[src/hw/rtl/pfa_ram.sv]
// Generic single write port RAM with registered read.
module pfa_ram #(
	parameter int WIDTH = 8,
	parameter int DEPTH = 16
) (
	input  logic                                        clk,
	input  logic                                        we,
	input  logic [((DEPTH > 1) ? $clog2(DEPTH) : 1)-1:0] waddr,
	input  logic [WIDTH-1:0]                            wdata,
	input  logic [((DEPTH > 1) ? $clog2(DEPTH) : 1)-1:0] raddr,
	output logic [WIDTH-1:0]                            rdata
);

	logic [WIDTH-1:0] mem_q [DEPTH];

	always_ff @(posedge clk) begin
		if (we) begin
			mem_q[waddr] <= wdata;
		end
		rdata <= mem_q[raddr];
	end

endmodule

[config.mk]
export PLATFORM = sky130hd
export DESIGN_NAME = pfa_ram
export DESIGN_NICKNAME = d
export VERILOG_FILES = /design/src/hw/rtl/pfa_ram.sv
export SDC_FILE = /design/constraint.sdc
export NUM_CORES = 1
export LEC_CHECK = 0
export ABC_AREA = 1
export BUFFER_PORTS_ARGS = -buffer_cell sky130_fd_sc_hd__buf_4
export CAP_MARGIN = 30
export CORE_UTILIZATION = 45
export CTS_CLUSTER_DIAMETER = 120
export DETAILED_ROUTE_END_ITERATION = 10
export HOLD_SLACK_MARGIN = 0.06
export PLACE_DENSITY = 0.76
export SETUP_SLACK_MARGIN = 0.02
export SKIP_LAST_GASP = 1
export SLEW_MARGIN = 20
export SYNTH_ARGS = -nofsm -noshare
export SYNTH_HDL_FRONTEND = slang
export SYNTH_SLANG_ARGS = --single-unit
[constraint.sdc]
create_clock -name clk -period 1.5 [get_ports clk]
set_clock_uncertainty 0.2 [all_clocks]
set_input_delay 0.3 -clock clk [delete_from_list [all_inputs] [get_ports clk]]
set_output_delay 0.3 -clock clk [all_outputs]
set_load 0.01 [all_outputs]
==> flow_summary.json <==
{
  "grt_max_degree": 51,
  "postCtsSetupBuffers": 0,
  "pwr-share-comb_pct": 6.5,
  "finalHoldViolCount": 0,
  "power.switching_w": 0.001971,
  "drive_gt1_share_pct": 13.69,
  "postLayoutCellArea_um2": 6988,
  "die_area_um2": 13270,
  "cts_tree": "done",
  "worst_pin_slew_ns": 0.2684,
  "netlist_area_um2": 5767,
  "first_pass_iters": 5,
  "core_um2": 12260,
  "p_clk_share_pct": 47.1,
  "syn_inst": 551,
  "drc": 0,
  "worst_setup_path_end_kind": "primary output",
  "required_ns": 1.00,
  "drt-wirelength-per-cell_um": 16.29,
  "ys_seq_area_share_pct": 69.43,
  "clock.fmax_ghz": 0.7142,
  "intPower_w": 0.007257,
  "max_cap_viol_count": 0,
  "htreeDepth": 4,
  "multiInputGateArea_um2": 1214,
  "ir_worst_vdd_mv": 0.7871,
  "status": "finished, final reports clean",
  "grt_overflow": 0,
  "min_path_type": "input port to flip-flop",
  "fin_nets": 626,
  "power_frac_seq_pct": 46.3,
  "die_x_um": 115.2,
  "layout_commonest_cell": "nand2_1",
  "dp_hpwl_um": 7952,
  "antenna_found_initial": 0,
  "critPathKind": "flip-flop to primary output",
  "crit_path_top_delay_cell": "dfxtp_1",
  "vias": 3945,
  "vias_per_cell": 4.994,
  "dr.first_iter.drc_count": 435,
  "synth-seq-cells": 136,
  "cp_cell_sequence": "buf_4",
  "crit_path_start_kind": "flip-flop",
  "rows": 40,
  "wirelength_um": 12870,
  "gp_congestion": 0.9243,
  "drtAntennaViolNets": 0,
  "seqCellArea_um2": 4004,
  "area_delta_synth_final_pct": 21.18,
  "post_cts_resized": 0,
  "post_dp_cell_area_um2": 6271,
  "period_minus_slack_ns": 1.400,
  "swShare_pct": 21.35,
  "cts_sinks": 136,
  "numCtsBuffers": 17,
  "p_per_area_nw_per_um2": 1321,
  "fillers": 961,
  "slew_viol_final": 0,
  "finalNonFillerCells": 790,
  "num_io_pins": 26,
  "clkTransAtPathRegs_ns": 0.06,
  "rsz0062_at_grt": "false",
  "grt_usage_pct": 21.67,
  "die_h_um": 115.2,
  "grt_pass1_wl_um": 20560,
  "utilization_pct": 56.99,
  "final_cell_mix": "nand2_1 (173), edfxtp_1 (128), inv_1 (100)",
  "dp_cells": 748,
  "clk_latency_ns": 0.42,
  "crit_family": "flip-flops",
  "first_global_vias": 3835,
  "slowest_delay_ns": 0.35,
  "syn-num-nets": 569,
  "finalSetupViolCount": 0,
  "path_buf_inv": 1,
  "leakagePower_nw": 3.036,
  "cts_buffer_depth": 2,
  "cts-root-buf": "clkbuf_16",
  "critical_path.max_fanout": 1,
  "arrival_ns": 0.90,
  "avgSynthCellArea_um2": 10.47,
  "slew-limit-headroom_pct": 82.09,
  "min_period_over_period_pct": 93.34,
  "yosys_warnings": 0,
  "ys_types": 12,
  "port_buffers": 25,
  "holdWs_ns": 0.1302,
  "start_util_pct": 47.03
}
## kinds of logic (layout without fill, tap and decap cells)
group                  count (synthesis)  in the layout  share of synthesized area (%)
other                                  0              1                              0
flip-flops                           136            136                          69.43
buffers and inverters                126            196                          9.525
AND/OR/NAND/NOR                      289            289                          21.05
## power groups by stage
stage	clock, W	combinational (W)	sequential [W]
after detailed placement	0	0.000573	0.00435
after global placement	0	0.000558	0.00435
after floorplan	0	0.000300	0.00436
final	0.00435	0.000602	0.00428
after CTS	0.00440	0.000600	0.00428
after global routing	0.00455	0.000657	0.00428
## flip-flops by register name, indices dropped and copies added, names as in the netlist
signal,flops
mem_q,128
rdata,8
## synthesized netlist by cell type
cell type / instances / area share, %
dfxtp_1: 8 / 2.8
buf_4: 4 / 0.52
nand3b_1: 2 / 0.26
nand3_1: 97 / 8.4
buf_6: 6 / 1.2
buf_2: 13 / 1.1
inv_2: 2 / 0.13
nand2_1: 173 / 11
inv_1: 100 / 6.5
buf_1: 1 / 0.065
nor2_1: 17 / 1.1
edfxtp_1: 128 / 67
## repair_timing
action / CTS / global route
endpoints found under the hold margin: 130 / 0
endpoints found under the setup margin: 0 / 0
hold buffers: 9 / 0
## layer usage
layer	vias up	wire length, um	track usage [%]
li1	1891	-	-
met1	1860	5426	28.58
met2	177	6140	33.94
met3	17	1037	5.851
met4	0	267	9.351
met5	-	0	0
## metrics by stage
step / worst slack (ns) / power (W) / TNS [ns]
2_1_floorplan: 0.04916 / 0.004660 / 0
3_3_place_gp: -0.01352 / 0.004910 / -0.2145
3_5_place_dp: -0.03188 / 0.004926 / -0.5705
4_1_cts: 0.08929 / 0.009272 / 0
5_1_grt: 0.06046 / 0.009492 / 0
6_report: 0.09983 / 0.009228 / 0
## layout make-up
type | instances | area share (%)
Timing Repair Buffer | 62 | 7.878
Multi-Input combinational cell | 289 | 17.37
Tap cell | 168 | 3.008
Clock buffer | 18 | 6.141
Antenna cell | 1 | 0.03581
Clock inverter | 14 | 2.793
Inverter | 102 | 5.479
Sequential cell | 136 | 57.30
## path summary, 6_finish.rpt
check	start	to	slack, ns	cells past startpoint
setup / recovery	rdata[5]$_DFF_P_	rdata[5]	0.1	1
hold / removal	raddr[1]	rdata[5]$_DFF_P_	0.13	5
setup reg to reg	mem_q[9][1]$_DFFE_PP_	rdata[1]$_DFF_P_	0.27	6
hold reg to reg	mem_q[10][7]$_DFFE_PP_	rdata[7]$_DFF_P_	0.45	6
## tightest hold or removal path, delay by kind of cell
kind | cells | cell delay, ns
buf+inv | 1 | 0.16
simple gates | 4 | 0.25
(Power assumes the default switching activity.)
